## src/rtl/core/tlp_pkg.sv

```systemverilog
package tlp_pkg;

  localparam int unsigned OUT_W   = 12;
  localparam int unsigned SIZE_W  = 13;
  localparam int unsigned LPT_W   = 16;
  localparam int unsigned SLOP_W  = 8;
  localparam int unsigned CFG_W   = 16;
  localparam int unsigned TS_W    = 32;
  localparam int unsigned FID_W   = 8;
  localparam int unsigned POS_W   = 14;
  localparam int unsigned NRES    = 4;
  localparam int unsigned CNT_W   = 3;
  localparam int unsigned IDX_W   = 2;

  localparam logic [SIZE_W-1:0] WIDTH_RST  = 13'd240;
  localparam logic [SIZE_W-1:0] HEIGHT_RST = 13'd320;
  localparam logic [LPT_W-1:0]  LPT_RST    = 16'd600;
  localparam logic [SLOP_W-1:0] SLOP_RST   = 8'd10;

  typedef enum logic [2:0] {
    OP_DOWN   = 3'd0,
    OP_MOTION = 3'd1,
    OP_UP     = 3'd2,
    OP_TICK   = 3'd3,
    OP_CANCEL = 3'd4
  } op_e;

  typedef enum logic [2:0] {
    KIND_POINTER = 3'd0,
    KIND_PCANCEL = 3'd1,
    KIND_CBEGIN  = 3'd2,
    KIND_CMOVE   = 3'd3,
    KIND_CEND    = 3'd4,
    KIND_CCANCEL = 3'd5
  } kind_e;

  typedef enum logic [1:0] {
    CFG_WIDTH  = 2'd0,
    CFG_HEIGHT = 2'd1,
    CFG_LPT    = 2'd2,
    CFG_SLOP   = 2'd3
  } cfg_idx_e;

  typedef struct packed {
    logic [2:0]       op;
    logic [FID_W-1:0] fid;
    logic [TS_W-1:0]  ts;
  } item_t;

  typedef struct packed {
    kind_e            kind;
    logic [OUT_W-1:0] x;
    logic [OUT_W-1:0] y;
    logic             pressed;
  } res_t;

  typedef struct packed {
    logic [CNT_W-1:0]  cnt;
    res_t [NRES-1:0]   res;
  } bundle_t;

endpackage

```

## src/rtl/core/tlp_if.sv

```systemverilog
interface tlp_in_if;
  logic              valid;
  logic              ready;
  logic [2:0]        operation;
  logic [7:0]        finger_id;
  logic signed [13:0] pos_x;
  logic signed [13:0] pos_y;
  logic [31:0]       timestamp;

  modport source (output valid, operation, finger_id, pos_x, pos_y, timestamp,
                  input ready);
  modport sink   (input valid, operation, finger_id, pos_x, pos_y, timestamp,
                  output ready);
endinterface

interface tlp_out_if;
  logic        valid;
  logic        ready;
  logic [2:0]  event_kind;
  logic [11:0] out_x;
  logic [11:0] out_y;
  logic        pressed;
  logic        last;

  modport source (output valid, event_kind, out_x, out_y, pressed, last,
                  input ready);
  modport sink   (input valid, event_kind, out_x, out_y, pressed, last,
                  output ready);
endinterface

```

## src/rtl/core/tlp_clamp.sv

```systemverilog
module tlp_clamp #(
  parameter int unsigned COORD_WIDTH = 12
) (
  input  logic signed [tlp_pkg::POS_W-1:0]  pos_i,
  input  logic        [tlp_pkg::SIZE_W-1:0] size_i,
  output logic        [COORD_WIDTH-1:0]     coord_o
);
  import tlp_pkg::*;

  localparam int unsigned EW = 17;
  localparam logic [EW-1:0] MASK = (EW'(1) << COORD_WIDTH) - EW'(1);

  logic [EW-1:0] hi;
  logic [EW-1:0] lim;
  logic [EW-1:0] val;

  always_comb begin
    hi  = EW'(size_i) - EW'(1);
    lim = (hi > MASK) ? MASK : hi;
    val = EW'(unsigned'(pos_i[POS_W-2:0]));
    if (size_i == '0) begin
      coord_o = '0;
    end else if (pos_i[POS_W-1]) begin
      coord_o = '0;
    end else if (val > lim) begin
      coord_o = COORD_WIDTH'(lim);
    end else begin
      coord_o = COORD_WIDTH'(val);
    end
  end

endmodule

```

## src/rtl/core/tlp_core.sv

```systemverilog
module tlp_core #(
  parameter int unsigned COORD_WIDTH = 12
) (
  input  logic                         clk_i,
  input  logic                         rst_ni,
  input  logic                         in_valid_i,
  output logic                         in_ready_o,
  input  tlp_pkg::item_t               in_item_i,
  input  logic [COORD_WIDTH-1:0]       in_x_i,
  input  logic [COORD_WIDTH-1:0]       in_y_i,
  input  logic [tlp_pkg::LPT_W-1:0]    lpt_i,
  input  logic [tlp_pkg::SLOP_W-1:0]   slop_i,
  input  logic                         bundle_ready_i,
  output logic                         bundle_valid_o,
  output tlp_pkg::bundle_t             bundle_o
);
  import tlp_pkg::*;

  localparam int unsigned CW  = COORD_WIDTH;
  localparam int unsigned SQW = 2 * CW + 1;

  // input register
  logic          vld_q;
  item_t         item_q;
  logic [CW-1:0] x_q, y_q;
  logic          commit;

  // touch state
  logic          act_q, act_d;
  logic [FID_W-1:0] fid_q, fid_d;
  logic [CW-1:0] sx_q, sx_d, sy_q, sy_d, cx_q, cx_d, cy_q, cy_d;
  logic [TS_W-1:0] st_q, st_d;
  logic          elig_q, elig_d;
  logic          fired_q, fired_d;

  logic            fire;
  logic            moved;
  logic [TS_W-1:0] elapsed;
  logic            match;
  logic            fired_eff, elig_eff;
  logic            op_emit;
  res_t            op_res;
  logic [CNT_W-1:0] n_fire;
  res_t [NRES-1:0] fire_res;
  logic signed [CW:0] dx, dy;
  logic [CW-1:0]   adx, ady;
  logic [SQW-1:0]  dist2, r2;

  assign commit     = vld_q & bundle_ready_i;
  assign in_ready_o = ~vld_q | commit;

  always_ff @(posedge clk_i or negedge rst_ni) begin
    if (!rst_ni) begin
      vld_q <= 1'b0;
    end else if (in_ready_o) begin
      vld_q <= in_valid_i;
    end
  end

  always_ff @(posedge clk_i) begin
    if (in_ready_o && in_valid_i) begin
      item_q <= in_item_i;
      x_q    <= in_x_i;
      y_q    <= in_y_i;
    end
  end

  // slop test: squared distance of the new point from the start point
  always_comb begin
    dx    = $signed({1'b0, x_q}) - $signed({1'b0, sx_q});
    dy    = $signed({1'b0, y_q}) - $signed({1'b0, sy_q});
    adx   = dx[CW] ? CW'(-dx) : CW'(dx);
    ady   = dy[CW] ? CW'(-dy) : CW'(dy);
    dist2 = SQW'(adx * adx) + SQW'(ady * ady);
    r2    = SQW'(slop_i * slop_i);
  end

  always_comb begin
    elapsed = item_q.ts - st_q;
    match   = act_q && (item_q.fid == fid_q);
    moved   = (cx_q != sx_q) || (cy_q != sy_q);
    fire    = (item_q.op != OP_CANCEL) && (item_q.ts != '0) && act_q && elig_q &&
              !fired_q && (elapsed >= TS_W'(lpt_i));
    fired_eff = fired_q | fire;
    elig_eff  = elig_q & ~fire;
    n_fire    = fire ? (moved ? CNT_W'(3) : CNT_W'(2)) : CNT_W'(0);

    fire_res[0] = '{kind: KIND_PCANCEL, x: '0, y: '0, pressed: 1'b0};
    fire_res[1] = '{kind: KIND_CBEGIN, x: OUT_W'(sx_q), y: OUT_W'(sy_q), pressed: 1'b0};
    fire_res[2] = '{kind: KIND_CMOVE, x: OUT_W'(cx_q), y: OUT_W'(cy_q), pressed: 1'b0};
    fire_res[3] = '{kind: KIND_PCANCEL, x: '0, y: '0, pressed: 1'b0};

    act_d   = act_q;
    fid_d   = fid_q;
    sx_d    = sx_q;
    sy_d    = sy_q;
    cx_d    = cx_q;
    cy_d    = cy_q;
    st_d    = st_q;
    elig_d  = elig_eff;
    fired_d = fired_eff;
    op_emit = 1'b0;
    op_res  = '{kind: KIND_POINTER, x: OUT_W'(x_q), y: OUT_W'(y_q), pressed: 1'b0};

    unique case (item_q.op)
      OP_CANCEL: begin
        op_emit = act_q;
        op_res  = '{kind: fired_q ? KIND_CCANCEL : KIND_PCANCEL,
                    x: '0, y: '0, pressed: 1'b0};
        act_d   = 1'b0;
        fid_d   = '0;
        sx_d    = '0;
        sy_d    = '0;
        cx_d    = '0;
        cy_d    = '0;
        st_d    = '0;
        elig_d  = 1'b0;
        fired_d = 1'b0;
      end
      OP_DOWN: begin
        if (!act_q) begin
          op_emit = 1'b1;
          op_res.pressed = 1'b1;
          act_d   = 1'b1;
          fid_d   = item_q.fid;
          sx_d    = x_q;
          sy_d    = y_q;
          cx_d    = x_q;
          cy_d    = y_q;
          st_d    = item_q.ts;
          elig_d  = 1'b1;
          fired_d = 1'b0;
        end
      end
      OP_MOTION: begin
        if (match) begin
          op_emit = 1'b1;
          cx_d    = x_q;
          cy_d    = y_q;
          if (elig_eff && (dist2 > r2)) begin
            elig_d = 1'b0;
          end
          if (fired_eff) begin
            op_res.kind = KIND_CMOVE;
          end else begin
            op_res.pressed = 1'b1;
          end
        end
      end
      OP_UP: begin
        if (match) begin
          op_emit = 1'b1;
          if (fired_eff) begin
            op_res.kind = KIND_CEND;
          end
          act_d   = 1'b0;
          fid_d   = '0;
          sx_d    = '0;
          sy_d    = '0;
          cx_d    = '0;
          cy_d    = '0;
          st_d    = '0;
          elig_d  = 1'b0;
          fired_d = 1'b0;
        end
      end
      default: begin
        // tick and unused codes run the long-press check only
      end
    endcase

    // pack the fire words first, then the word of the event itself
    for (int i = 0; i < NRES; i++) begin
      if (CNT_W'(i) < n_fire) begin
        bundle_o.res[i] = fire_res[i];
      end else begin
        bundle_o.res[i] = op_res;
      end
    end
    bundle_o.cnt   = n_fire + CNT_W'(op_emit);
    bundle_valid_o = commit && (bundle_o.cnt != '0);
  end

  always_ff @(posedge clk_i or negedge rst_ni) begin
    if (!rst_ni) begin
      act_q   <= 1'b0;
      fid_q   <= '0;
      sx_q    <= '0;
      sy_q    <= '0;
      cx_q    <= '0;
      cy_q    <= '0;
      st_q    <= '0;
      elig_q  <= 1'b0;
      fired_q <= 1'b0;
    end else if (commit) begin
      act_q   <= act_d;
      fid_q   <= fid_d;
      sx_q    <= sx_d;
      sy_q    <= sy_d;
      cx_q    <= cx_d;
      cy_q    <= cy_d;
      st_q    <= st_d;
      elig_q  <= elig_d;
      fired_q <= fired_d;
    end
  end

endmodule

```

## src/rtl/core/tlp_drain.sv

```systemverilog
module tlp_drain (
  input  logic             clk_i,
  input  logic             rst_ni,
  input  logic             bundle_valid_i,
  output logic             bundle_ready_o,
  input  tlp_pkg::bundle_t bundle_i,
  output logic             res_valid_o,
  input  logic             res_ready_i,
  output tlp_pkg::res_t    res_o,
  output logic             res_last_o
);
  import tlp_pkg::*;

  res_t [NRES-1:0]  res_q;
  logic [CNT_W-1:0] cnt_q;
  logic [IDX_W-1:0] idx_q;
  logic             take;

  assign res_valid_o    = (cnt_q != '0);
  assign res_o          = res_q[idx_q];
  assign res_last_o     = ({1'b0, idx_q} == (cnt_q - CNT_W'(1)));
  assign take           = res_valid_o & res_ready_i;
  assign bundle_ready_o = ~res_valid_o | (take & res_last_o);

  always_ff @(posedge clk_i or negedge rst_ni) begin
    if (!rst_ni) begin
      cnt_q <= '0;
      idx_q <= '0;
    end else if (bundle_ready_o && bundle_valid_i) begin
      cnt_q <= bundle_i.cnt;
      idx_q <= '0;
    end else if (take && res_last_o) begin
      cnt_q <= '0;
      idx_q <= '0;
    end else if (take) begin
      idx_q <= idx_q + IDX_W'(1);
    end
  end

  always_ff @(posedge clk_i) begin
    if (bundle_ready_o && bundle_valid_i) begin
      res_q <= bundle_i.res;
    end
  end

endmodule

```

## src/rtl/core/touch_long_press_recognizer.sv

```systemverilog
// Flow: an accepted word enters the input register and is evaluated from there; its
// result words are registered in the result stage and then offered on the output.
// The evaluate stage takes one event per cycle while the result stage can accept its
// bundle; an event makes 0 to 4 result words, sent one per output handshake.
// Reset: rst_ni clears the touch state and restores the default screen, hold time
// and slop settings; no word is pending after reset.
module touch_long_press_recognizer #(
  parameter int unsigned COORD_WIDTH = 12
) (
  input  logic                        clk_i,
  input  logic                        rst_ni,
  tlp_in_if.sink                      in_i,
  tlp_out_if.source                   out_o,
  input  logic                        cfg_we_i,
  input  logic [1:0]                  cfg_idx_i,
  input  logic [tlp_pkg::CFG_W-1:0]   cfg_wdata_i
);
  import tlp_pkg::*;

  // Configuration registers: the user writes only while the block is idle (unchecked).
  logic [SIZE_W-1:0] width_q, height_q;
  logic [LPT_W-1:0]  lpt_q;
  logic [SLOP_W-1:0] slop_q;

  always_ff @(posedge clk_i or negedge rst_ni) begin
    if (!rst_ni) begin
      width_q  <= WIDTH_RST;
      height_q <= HEIGHT_RST;
      lpt_q    <= LPT_RST;
      slop_q   <= SLOP_RST;
    end else if (cfg_we_i) begin
      unique case (cfg_idx_e'(cfg_idx_i))
        CFG_WIDTH:  width_q  <= cfg_wdata_i[SIZE_W-1:0];
        CFG_HEIGHT: height_q <= cfg_wdata_i[SIZE_W-1:0];
        CFG_LPT:    lpt_q    <= cfg_wdata_i[LPT_W-1:0];
        CFG_SLOP:   slop_q   <= cfg_wdata_i[SLOP_W-1:0];
      endcase
    end
  end

  // Clamp the raw position to the screen before it enters the input register.
  logic [COORD_WIDTH-1:0] cx, cy;

  tlp_clamp #(.COORD_WIDTH(COORD_WIDTH)) u_clamp_x (
    .pos_i   (in_i.pos_x),
    .size_i  (width_q),
    .coord_o (cx)
  );

  tlp_clamp #(.COORD_WIDTH(COORD_WIDTH)) u_clamp_y (
    .pos_i   (in_i.pos_y),
    .size_i  (height_q),
    .coord_o (cy)
  );

  item_t item;
  assign item = '{op: in_i.operation, fid: in_i.finger_id, ts: in_i.timestamp};

  // Evaluate stage: long-press check and the event's own handling in one pass,
  // producing a bundle of up to four result words.
  logic    bundle_valid, bundle_ready;
  bundle_t bundle;

  tlp_core #(.COORD_WIDTH(COORD_WIDTH)) u_core (
    .clk_i          (clk_i),
    .rst_ni         (rst_ni),
    .in_valid_i     (in_i.valid),
    .in_ready_o     (in_i.ready),
    .in_item_i      (item),
    .in_x_i         (cx),
    .in_y_i         (cy),
    .lpt_i          (lpt_q),
    .slop_i         (slop_q),
    .bundle_ready_i (bundle_ready),
    .bundle_valid_o (bundle_valid),
    .bundle_o       (bundle)
  );

  // Result stage: hold the bundle and advance one word per accepted handshake.
  res_t res;
  logic res_last;

  tlp_drain u_drain (
    .clk_i          (clk_i),
    .rst_ni         (rst_ni),
    .bundle_valid_i (bundle_valid),
    .bundle_ready_o (bundle_ready),
    .bundle_i       (bundle),
    .res_valid_o    (out_o.valid),
    .res_ready_i    (out_o.ready),
    .res_o          (res),
    .res_last_o     (res_last)
  );

  assign out_o.event_kind = res.kind;
  assign out_o.out_x      = res.x;
  assign out_o.out_y      = res.y;
  assign out_o.pressed    = res.pressed;
  assign out_o.last       = res_last;

endmodule
```

## src/flat_wrapper.sv

```systemverilog
// flat-port wrapper written by rule: the top's interface ports become plain ports
module touch_long_press_recognizer_flat import tlp_pkg::*;
#(
  parameter int unsigned COORD_WIDTH = 12
)
  (clk_i, rst_ni, cfg_we_i, cfg_idx_i, cfg_wdata_i, in_i_valid, in_i_operation, in_i_finger_id, in_i_pos_x, in_i_pos_y, in_i_timestamp, in_i_ready, out_o_valid, out_o_event_kind, out_o_out_x, out_o_out_y, out_o_pressed, out_o_last, out_o_ready);
  tlp_in_if in_i_i ();
  tlp_out_if out_o_i ();
  input  logic clk_i;
  input  logic rst_ni;
  input  logic cfg_we_i;
  input  logic [1:0] cfg_idx_i;
  input  logic [tlp_pkg::CFG_W-1:0] cfg_wdata_i;
  input wire logic [$bits(in_i_i.valid)-1:0] in_i_valid;
  input wire logic [$bits(in_i_i.operation)-1:0] in_i_operation;
  input wire logic [$bits(in_i_i.finger_id)-1:0] in_i_finger_id;
  input wire logic [$bits(in_i_i.pos_x)-1:0] in_i_pos_x;
  input wire logic [$bits(in_i_i.pos_y)-1:0] in_i_pos_y;
  input wire logic [$bits(in_i_i.timestamp)-1:0] in_i_timestamp;
  output wire logic [$bits(in_i_i.ready)-1:0] in_i_ready;
  output wire logic [$bits(out_o_i.valid)-1:0] out_o_valid;
  output wire logic [$bits(out_o_i.event_kind)-1:0] out_o_event_kind;
  output wire logic [$bits(out_o_i.out_x)-1:0] out_o_out_x;
  output wire logic [$bits(out_o_i.out_y)-1:0] out_o_out_y;
  output wire logic [$bits(out_o_i.pressed)-1:0] out_o_pressed;
  output wire logic [$bits(out_o_i.last)-1:0] out_o_last;
  input wire logic [$bits(out_o_i.ready)-1:0] out_o_ready;
  assign in_i_i.valid = in_i_valid;
  assign in_i_i.operation = in_i_operation;
  assign in_i_i.finger_id = in_i_finger_id;
  assign in_i_i.pos_x = in_i_pos_x;
  assign in_i_i.pos_y = in_i_pos_y;
  assign in_i_i.timestamp = in_i_timestamp;
  assign in_i_ready = in_i_i.ready;
  assign out_o_valid = out_o_i.valid;
  assign out_o_event_kind = out_o_i.event_kind;
  assign out_o_out_x = out_o_i.out_x;
  assign out_o_out_y = out_o_i.out_y;
  assign out_o_pressed = out_o_i.pressed;
  assign out_o_last = out_o_i.last;
  assign out_o_i.ready = out_o_ready;
  touch_long_press_recognizer #(.COORD_WIDTH(COORD_WIDTH)) u_core (.clk_i(clk_i), .rst_ni(rst_ni), .in_i(in_i_i), .out_o(out_o_i), .cfg_we_i(cfg_we_i), .cfg_idx_i(cfg_idx_i), .cfg_wdata_i(cfg_wdata_i));
endmodule
```

## config.mk

```make
export PLATFORM = sky130hd
export DESIGN_NAME = touch_long_press_recognizer_flat
export DESIGN_NICKNAME = d
export VERILOG_FILES = /design/src/rtl/core/tlp_pkg.sv /design/src/rtl/core/tlp_if.sv /design/src/rtl/core/tlp_clamp.sv /design/src/rtl/core/tlp_core.sv /design/src/rtl/core/tlp_drain.sv /design/src/rtl/core/touch_long_press_recognizer.sv /design/src/flat_wrapper.sv
export SDC_FILE = /design/constraint.sdc
export NUM_CORES = 1
export LEC_CHECK = 0
export BUFFER_PORTS_ARGS = -buffer_cell sky130_fd_sc_hd__buf_2
export CAP_MARGIN = 20
export CORE_MARGIN = 1
export CORE_UTILIZATION = 64
export CTS_CLUSTER_SIZE = 30
export DETAILED_ROUTE_END_ITERATION = 6
export MAX_ROUTING_LAYER = met4
export PLACE_DENSITY = 0.83
export SLEW_MARGIN = 10
export SYNTH_ARGS = -nofsm -noshare
export SYNTH_HDL_FRONTEND = slang
export SYNTH_SLANG_ARGS = --single-unit
```

## constraint.sdc

```tcl
create_clock -name clk_i -period 11.4 [get_ports clk_i]
set_input_delay 1.14 -clock clk_i [delete_from_list [all_inputs] [get_ports clk_i]]
set_output_delay 1.14 -clock clk_i [all_outputs]
set_load 0.01 [all_outputs]
```

# Word-level counts from Yosys, hierarchy flattened
# Index checks and enable logic that the tools add are counted.
# word_totals
regBits,326
in_bits,94
# classes
magnitude_cmp,11
n_reduce_logical,34
n_mux,55
bitwise_logic,10
addsub,11
eq_ne,14
multipliers,3
# op_table
cell,n
$mux W12,9
$pmux W12 S4,2
$pmux W32 S3,1
$pmux W12 S3,2
$mux W32,2
$bmux W28 S2,1
$mux W25,2
$mul A12 B12 Y24,2
$gt A13 B17 Y1,2
$gt A17 B12 Y1 const B,2
$mux W17,2
$ge A32 B16 Y1,1
$reduce_bool A32 Y1,1
$sub A32 B32 Y32,1
$mux W28,1
$sub A13 B1 Y14 const B,2
$logic_not A13 Y1,2
$sub A12 B12 Y13,2
$add A24 B24 Y25,1
$gt A25 B16 Y1,1
$mux W24,1
$ne A12 B12 Y1,2
$neg A12 Y12,2
$pmux W8 S3,1
40 further kinds,93

# Logic depth before layout (Yosys ltp)
# Gate-level depths: netlist (run 1).
# depth
depth_word,12
ltp_mapped,44
depth_no_buf,42

# Modules after synthesis
# A second synthesis (run 1) with hierarchy kept.
# unflattened
hier_cells,2818
hier_area_um2,29121.7
# by_module_without_submodules
mod,instances,cells_each,area_per_inst_um2,seq_area_each_um2
tlp_core,1,2283,21066.5,4314.1
tlp_drain,1,183,4366.7,3488.3
touch_long_press_recognizer,1,107,1911.8,1266.2
tlp_clamp (u_core.u_clamp_x),1,125,948.4,0.0
tlp_clamp (u_core.u_clamp_y),1,120,828.3,0.0

# Least setup slack after synthesis (run 1)
# OpenSTA, ideal clock, no wires.
# synth_path
path_type,register to register
from,register u_core.u_core.item_q[0] (netlist bit)
to,register u_core.u_drain.cnt_q[0]
setup_slack_ns,1.235
required_time_ns,11.273
setup_time_ns,0.127
stages_incl_launch_ff,28
period_less_slack_ns,10.165
arrival_time_ns,10.038
path_cell_list,edfxtp_1 > inv_1 > ha_1 > inv_1 > fa_1 > a211oi_2 > o21ai_4 > a31oi_1 > o221ai_1 > xor2_1 > ha_1 > a21oi_1 > nor2b_1 > o21ai_0 > nand4_1 > a2111oi_0 > o2111ai_1 > or4_1 > buf_4 > nand3_4 > buf_12 > inv_1 > ha_1 > ha_1 > nor3_1 > nor2_1 > a31oi_1 > a22o_1
# synth_between
elab_chain_len,12
# synth_lines
element,line,source
from (decl),tlp_core.sv:24,item_t item_q;
from (signal assigned),tlp_core.sv:62,item_q <= in_item_i;
"parallel branches: the longest is 5 deep, another holds $sub A32 B32 Y32",n/a,
$logic_and A1 B1 Y1 (*),tlp_core.sv:83,!fired_q && (elapsed >= TS_W'(lpt_i));
$mux W2 (*),tlp_core.sv:86,n_fire = fire ? (moved ? CNT_W'(3) : CNT_W'(2)) : CNT_W'(0);
$add A2 B1 Y3 (*),tlp_core.sv:180,bundle_o.cnt = n_fire + CNT_W'(op_emit);
$reduce_bool A3 Y1,tlp_core.sv:181,bundle_valid_o = commit && (bundle_o.cnt != '0);
$logic_and A1 B1 Y1,tlp_core.sv:181,
$logic_and A1 B1 Y1,tlp_drain.sv:29,end else if (bundle_ready_o && bundle_valid_i) begin
$mux W3 / $reduce_bool A2 Y1 (equally long branches),n/a,
to (signal assigned),tlp_drain.sv:30,cnt_q <= bundle_i.cnt;
to (decl),tlp_drain.sv:15,logic [CNT_W-1:0] cnt_q;
# Every way passes the cells marked *.
# A chain may end at the register's enable or synchronous reset.

# Worst setup path after layout (run 1)
# layout_path
from,register u_core.u_core.y_q[0]
to,register u_core.u_core.elig_q
# layout_between
elab_chain_len,10
# layout_lines
element,line,source
from (decl),tlp_core.sv:25,"logic [CW-1:0] x_q, y_q;"
from (signal assigned),tlp_core.sv:64,y_q <= in_y_i;
$sub A12 B12 Y13 (*),tlp_core.sv:71,"dy = $signed({1'b0, y_q}) - $signed({1'b0, sy_q});"
$neg A12 Y12,tlp_core.sv:73,ady = dy[CW] ? CW'(-dy) : CW'(dy);
$mux W12 (*),tlp_core.sv:73,
$mul A12 B12 Y24 (*),tlp_core.sv:74,dist2 = SQW'(adx * adx) + SQW'(ady * ady);
$add A24 B24 Y25 (*),tlp_core.sv:74,
$gt A25 B16 Y1 (*),tlp_core.sv:140,if (elig_eff && (dist2 > r2)) begin
$logic_and A1 B1 Y1 (*),tlp_core.sv:140,
$mux W1 (*),tlp_core.sv:140,
$mux W1 (*),tlp_core.sv:136,if (match) begin
$pmux W1 S4 (*),tlp_core.sv:105,unique case (item_q.op)
to (signal assigned),tlp_core.sv:203,elig_q <= elig_d;
to (decl),tlp_core.sv:33,"logic elig_q, elig_d;"
# Mark *: on every way between the ends. The rest lies on a longest branch, timed or not.

==> results.txt, run 1 <==
Among the stages of the critical path, the cell type that occurs most often is sky130_fd_sc_hd__fa_1. The cell area after layout came out at 0.0313 sq mm. For the pin with the worst max-slew slack, the measured transition is 1110 ps. Setup repair after global routing left no endpoint under its margin. Data on the critical path is required at its endpoint by 11870 ps. The most common cell in the synthesized netlist is sky130_fd_sc_hd__inv_1. The synthesis-to-finish area growth is 8.31%. The total of warnings raised by yosys is 0. The CTS buffer count came out at 35. The placer congestion estimate is 0.956. The dominant combinational cell family by area after synthesis is adder cells. The post-synthesis sequential element count came out at about 330. The min-delay analysis places its worst path in the category reg2reg. The number of cells upsized or downsized after cts came out at 0. The die area is 0.0461 sq mm. The via count of the first global-routing pass was between 20k and 25k.

The setup slack after layout came out at 670 ps. In this design, the stage delay of the slowest critical-path cell is between 700 and 800 ps. For this block, the routed nets add up to 69900 um of wire.

For this design the top-level I/O count stands at approximately 130. The number of pins with negative max-slew slack in the final report came out at 0. The share of cells above drive strength 1 came out at 0.135.

The number of buffers inserted to repair setup after CTS is 0. The non-filler instance count after layout came out at ~3.5k. The count of hold-fix buffers inserted at cts came out at 0.

The critical path launch point type is a flip-flop. The global router's overall resource usage is 0.321. The total overflow left after global routing is 0. The adder-cell share of the synthesized area came out at 0.269. After detailed routing, the average wire length per cell comes to 19.7 um.

The largest total area in the synthesized netlist belongs to sky130_fd_sc_hd__edfxtp_1. The share of synthesized area in the top cell type comes to 0.186. The post-detailed-route DRC marker count came out at 0. The most instantiated flip-flop cell in the synthesis netlist is sky130_fd_sc_hd__edfxtp_1. The count of clock tree sinks came out at 326. The post-synthesis cell type count is 86. The critical path data arrival time came out at 11200 ps. Summed over all failing endpoints, the final setup total negative slack is 0 ps. The average instance area after synthesis came out at 10.3 sq um. The top achievable clock speed came out at approximately 93 MHz. The largest net degree at the start of global routing came out at 75. Of the total synthesized cell area, the portion taken by AND, OR, NAND and NOR gates is 0.122. For this design, the slowest cell found on the critical path is sky130_fd_sc_hd__a21oi_1. The global-route wire length before repair is 113000 um. The clock latency at the later pin of the worst-skew pair came out at 540 ps.

The async set or reset register ratio after synthesis is 0.451. The endpoint kind of the worst setup timing path is a flip-flop. Of the total synthesized cell area, the portion taken by XOR and XNOR cells is 0.0427. The maximum level of the CTS H-tree is 2.

The worst clock skew is roughly 18 ps. The worst relative slew slack is 0.256. The effective utilization at floorplan is 0.651.

The die is 215 um tall. The area of the core is 0.0444 sq mm. The multiplexer share of the synthesized area is 0.0646. The x dimension of the die is 215 um. The total number of vias came out at between 20k and 25k. Once detail routing completed, the nets flagged for antenna violations numbered 0. The initial DRC count came out at 1601.

The hold violation count in the final report is 0. TritonCTS built the clock tree. The post-CTS clock slew at the launch and capture registers of the worst setup and hold paths came out at 60 ps. The number of maximum-capacitance constraint violations came out at 0. In this run the cell area measured after placement is around 0.03 sq mm.

The placed cell count is 3465. Sorting the synthesized cells by how often they occur yields sky130_fd_sc_hd__inv_1 (439), sky130_fd_sc_hd__ha_1 (256), sky130_fd_sc_hd__fa_1 (229). The share of the clock period used by the worst path after layout came out at 0.941. At the placement stage, the worst setup path has a slack of 690 ps. The worst setup path is of the reg2reg kind. The maximum count of clock buffers along a single path came out at 3. The clock period minus final worst setup slack came out at 10730 ps. The root buffer cell chosen for the clock tree is sky130_fd_sc_hd__clkbuf_16. The flow ran to the end, and the final reports show no timing, DRC or antenna violations.

The number of antenna violations at the first check in global routing was 11. The cell row count is between 70 and 80. In the post-synthesis netlist, the biggest area contributors are sky130_fd_sc_hd__edfxtp_1 (19%), sky130_fd_sc_hd__fa_1 (16%), sky130_fd_sc_hd__dfrtp_1 (12%). The sequential fraction of the synthesis area came out at 0.313. The number of buffer cells added on primary ports is 124. Setup violations remaining at the end of the flow were counted as 0.

The synthesized netlist occupies a cell area of 0.0289 sq mm. Using the TritonRoute via totals, the vias-per-cell ratio works out to 5.95. The number of synthesized flops with an enable pin is 179.

The number of iterations in the first detailed-routing pass came out at 7. The post-layout net count is 3490. The complex-gate fraction of the synthesized area came to 0.115. The HPWL after detailed placement is roughly 54000 um. The post-synthesis instance total came out at about 2.8k.

In this run the worst path has a maximum fanout of 11.
## sequential cells by signal, summed over array words and instances, names as in the netlist, 12 cells and up
| signal | flops |
|---|---|
| u_core.u_core.cy_q | 12 |
| u_core.height_q | 13 |
| u_core.width_q | 13 |
| u_core.u_core.x_q | 12 |
| u_core.u_core.sy_q | 12 |
| u_core.u_core.st_q | 32 |
| u_core.lpt_q | 16 |
| u_core.u_core.sx_q | 12 |
| u_core.u_core.y_q | 12 |
| u_core.u_drain.res_q | 112 |
| u_core.u_core.item_q | 43 |
| u_core.u_core.cx_q | 12 |
## worst paths after layout
kind	startpoint	end	slack (ps)	depth (start not counted)
setup / recovery	u_core.u_core.y_q[0]	u_core.u_core.elig_q	670	39
hold / removal	u_core.u_core.st_q[23]	u_core.u_core.st_q[23]	500	1
setup reg to reg	u_core.u_core.y_q[0]	u_core.u_core.elig_q	670	39
hold reg to reg	u_core.u_core.st_q[23]	u_core.u_core.st_q[23]	500	1
max in group asynchronous	rst_ni	u_core.width_q[8]	9360	2
min in group asynchronous	rst_ni	u_core.u_core.st_q[23]	630	1
## area by class of cell
| type | count | area (sq um) |
|---|---|---|
| sequential | 326 | 9070 |
| inverter | 441 | 1660 |
| antenna | 11 | 27.5 |
| clock buffer | 43 | 936 |
| fill | 3238 | 13100 |
| timing repair buffer | 153 | 842 |
| multi-input combinational | 1954 | 17800 |
| clock inverter | 21 | 249 |
| tap | 592 | 741 |
## critical path: cells and delay by family (launching register included)
kind | cells | cell delay (ps)
compound gates | 13 | 3390
xor+xnor | 1 | 150
fa+ha+maj | 11 | 4850
buf+inv | 7 | 590
flops | 1 | 410
simple gates | 7 | 1260
## kinds of logic (layout without fill, tap and decap cells)
logic type,count (synthesis),after routing
flops,326,326
other cells,2,15
mux,133,133
compound gates,485,485
fa+ha+maj,485,485
buf+inv,543,658
simple gates,706,706
xor+xnor,141,141
## stage by stage
step,util,hold slack (ps)
6_report,0.706,503
5_1_grt,0.706,511
4_1_cts,0.705,505
3_5_place_dp,0.678,491
3_3_place_gp,0.678,486
2_1_floorplan,-,466
## cells in the final DEF, fill, tap and decap left out, drive strengths merged, types with 78 or more instances in the layout
cell type / netlist / layout
fa: 229 / 229
edfxtp: 179 / 179
buf: 24 / 153
dfrtp: 135 / 135
mux2: 98 / 98
xnor2: 78 / 78
a21oi: 89 / 89
o21ai: 112 / 112
nand2: 152 / 152
inv: 440 / 443
nor2: 190 / 190
ha: 256 / 256
## routing by layer
| layer | wire length (um) | up-vias | GRT usage |
|---|---|---|---|
| li1 | - | 9819 | - |
| met2 | 34400 | 692 | 0.530 |
| met1 | 28900 | 10400 | 0.409 |
| met3 | 4410 | 137 | 0.0491 |
| met5 | 0 | - | - |
| met4 | 2180 | 0 | 0.0998 |
Power of run 1 is not shown: default switching activity piles up to over one toggle a cycle in this logic, so the estimate is an artifact.
==> inputs of run 2 (changes only) <==
- ABC_AREA: not set -> 1
- SLEW_MARGIN: 10 -> 20
==> results.txt, run 2 <==
Setup repair after global routing left no endpoint under its margin. The worst hold path stage count is 2 (+1). The average via count per standard cell came to 5.57 (-6.5%). The total number of vias came out at 24.1k (+14%). The buffering stage count on the worst path with inverters included is 7 (unchanged).

The effective utilization at floorplan came to 0.652 (about the same). The clock latency at the later pin of the worst-skew pair is 530 ps (about the same). The category of the critical setup timing path is reg2reg. In this design, the critical path's most frequently occurring cell is sky130_fd_sc_hd__nand2_1. The root buffer cell chosen for the clock tree is sky130_fd_sc_hd__clkbuf_16.

The most common library cell in the layout ignoring fill and taps is sky130_fd_sc_hd__inv_1. The data required time at the worst endpoint came out at 11860 ps (about the same). The flip-flop count of the largest register after layout came out at 112 (unchanged). The async set or reset register ratio after synthesis came to 0.451 (unchanged). The global router's overall resource usage came out at 0.325 (+0.00372). The largest total area in the synthesized netlist belongs to sky130_fd_sc_hd__edfxtp_1. The sequential fraction of the synthesis area came out at 0.306 (-0.00735). The count of clock tree sinks is 326 (unchanged). The number of iterations in the first detailed-routing pass was 7 (unchanged). The post-detailed-route DRC marker count came out at 0 (unchanged). The number of pins with negative max-slew slack in the final report is 0 (unchanged). The cell with the most instances after synthesis is sky130_fd_sc_hd__inv_1.

The placer congestion estimate was 1.02 (+6.2%). The remaining antenna violation count after routing is 0 (unchanged). The largest stage delay on the critical path is 790 ps (+20 ps). The die area is 0.0472 sq mm (+2.4%). The post-CTS clock slew at the launch and capture registers of the worst setup and hold paths is 60 ps (about the same). The hold violation count in the final report is 0 (unchanged).

The initial DRC count is 2146 (+34%). The maximum fanout count along the critical path was 18 (+7). The top achievable clock speed is 101 MHz (+8.5%). The post-detailed-routing wire length came to 72300 um (+3.4%). The run finished with clean final reports. The total of warnings raised by yosys came out at 0 (unchanged). The number of antenna violations at the first check in global routing came out at 9 (-2). The via count of the first global-routing pass came out at 23.5k (+8.5%). The cell count of the worst reg-to-reg path came out at 45 (+15%).

The instance count on the critical path came to 45 (+15%). The endpoint kind of the worst setup timing path is a flip-flop. The average instance area after synthesis is 8.21 sq um (-20%). The class of the tightest hold or removal check is reg2reg. The number of buffers inserted to repair setup after CTS came out at 0 (unchanged). The area of the core is 0.0455 sq mm (+2.4%). The post-layout net count is 4276 (+23%). The post-synthesis sequential element count came out at 326 (unchanged). The register with the most flip-flops in the final layout is u_core.u_drain.res_q.

The HPWL after detailed placement came out at 56600 um (+4.3%). The cell row count came out at 78 (+1.3%). The post-synthesis instance total was 3607 (+28%). The x dimension of the die is 217 um (+1.2%).

TritonCTS built the clock tree. The fraction of post-synthesis cell area in the top cell type by area is 0.181 (-0.00435). The maximum count of clock buffers along a single path came out at 3 (unchanged). By count the netlist is led by sky130_fd_sc_hd__inv_1 (769), sky130_fd_sc_hd__nand2_1 (630), sky130_fd_sc_hd__nor2_1 (353). In the layout the commonest cells are sky130_fd_sc_hd__inv_1 (768), sky130_fd_sc_hd__nand2_1 (630), sky130_fd_sc_hd__nor2_1 (352), sky130_fd_sc_hd__ha_1 (256), sky130_fd_sc_hd__o21ai_0 (243). The count of pins on the block boundary is 125 (unchanged). The die height is 217 um (+1.2%). The family of cells with the greatest summed delay on the critical path is adder cells. The post-synthesis cell type count came out at 59 (-31%). The number of buffer cells added on primary ports came out at 124 (unchanged). In the final layout, the registers with the most flip-flops are u_core.u_drain.res_q (112), u_core.u_core.item_q (43), u_core.u_core.st_q (32). The transition time of the tightest slew-check pin came out at 1060 ps (-52.4 ps).

The synthesized area is 0.0296 sq mm (+2.4%). The share of cells above drive strength 1 came to 0.0825 (-0.0523). The worst clock skew was 22.4 ps (+4.05 ps). The sum of negative setup slack was 0 ps (unchanged).

The global-route wire length before repair was 118000 um (+3.9%). The CTS buffer count came out at 34 (-2.9%). After synthesis, the cell types taking the most area are sky130_fd_sc_hd__edfxtp_1 (18%), sky130_fd_sc_hd__fa_1 (15%), sky130_fd_sc_hd__dfrtp_1 (11%). Relative to the synthesized area, the layout overhead comes to 7.63%. The final-report setup violation count was 0 (unchanged).

The maximum level of the CTS H-tree was 2 (unchanged). For this run, the leading register cell type out of synthesis is sky130_fd_sc_hd__edfxtp_1. The largest net degree at the start of global routing was 79 (+5.3%).

The worst relative slew slack is 0.296 (+0.0395). STA classifies the critical path startpoint as a flip-flop. On the critical path, the stage with the largest delay is an instance of sky130_fd_sc_hd__xnor2_1.

The critical path data arrival time came to 10350 ps (-850 ps). The number of synthesized flops with an enable pin came out at 179 (unchanged). The number of maximum-capacitance constraint violations was 0 (unchanged). The number of cells upsized or downsized after cts came to 0 (unchanged).

The clock period minus final worst setup slack came out at 9890 ps (-844 ps). The total congestion overflow after global routing came to 0 (unchanged). The count of hold-fix buffers inserted at cts is 0 (unchanged). The routed length per instance is 16.7 um (-15%). The share of the clock period used by the worst path after layout came out at 0.867 (-0.0740).
==> run 2: cell types whose count changed in the layout (fill, tap and decap cells not counted), moves of 42 or more <==
cell / change
sky130_fd_sc_hd__o21ai_0: +140
sky130_fd_sc_hd__nand2_1: +479
sky130_fd_sc_hd__mux2_2: -60
sky130_fd_sc_hd__a22o_1: -67
sky130_fd_sc_hd__inv_1: +329
sky130_fd_sc_hd__nor2b_1: -42
sky130_fd_sc_hd__and2_1: -53
sky130_fd_sc_hd__nand3_1: +132
sky130_fd_sc_hd__nor2_1: +165
sky130_fd_sc_hd__o22ai_1: +58
==> run 2: final cells by class <==
type,count,area (sq um)
diodes,7,17.5
clock buffers,49,1000
clock inverters,13,125
fillers,3609,13600
inverters,787,2960
multi-input cells,2410,17200
flip-flops and latches,326,9070
well taps,600,751
repair buffers,138,732
==> run 2: per-layer routing <==
metal,up-vias,GRT usage,share of wire
met2,965,0.521,0.47
met1,11400,0.432,0.42
met3,143,0.0535,0.084
met4,0,0.0796,0.023
li1,11600,-,-
met5,-,-,0
==> run 2: through the flow <==
stage	area, sq um	hold WS, ps	utilization	setup WS (ps)	instances
final	31900	489	0.701	1510	4330
after global routing	31900	513	0.701	814	4329
after CTS	31900	491	0.701	1580	4323
after detailed placement	30700	480	0.676	1640	4261
after global placement	30700	468	0.676	1870	4261
after floorplan	29600	453	-	696	3609
==> run 2: path summary, 6_finish.rpt <==
check | startpoint | end | slack [ps]
worst min register to register | u_core.lpt_q[3] | u_core.lpt_q[3] | 490
worst min-delay path | u_core.lpt_q[3] | u_core.lpt_q[3] | 490
worst max register to register | u_core.u_core.y_q[0] | u_core.u_core.elig_q | 1510
max in group asynchronous | rst_ni | u_core.u_core.sx_q[2] | 9330
min in group asynchronous | rst_ni | u_core.u_core.st_q[20] | 630
worst max-delay path | u_core.u_core.y_q[0] | u_core.u_core.elig_q | 1510
==> run 2: kinds of logic after synthesis <==
logic type	count (synthesis)	share of synthesized area
xor+xnor	119	0.0354
fa+ha+maj	485	0.263
other cells	2	0.000253
flops	326	0.306
compound gates	505	0.0961
buf+inv	873	0.113
simple gates	1295	0.185
mux	2	0.000718
==> run 2: worst min-delay path, delay by kind of cell (launching register included) <==
family | cells | cell delay [ps]
flops | 1 | 370
compound gates | 1 | 70
simple gates | 1 | 50
Power of run 2 is left out for the same reason.
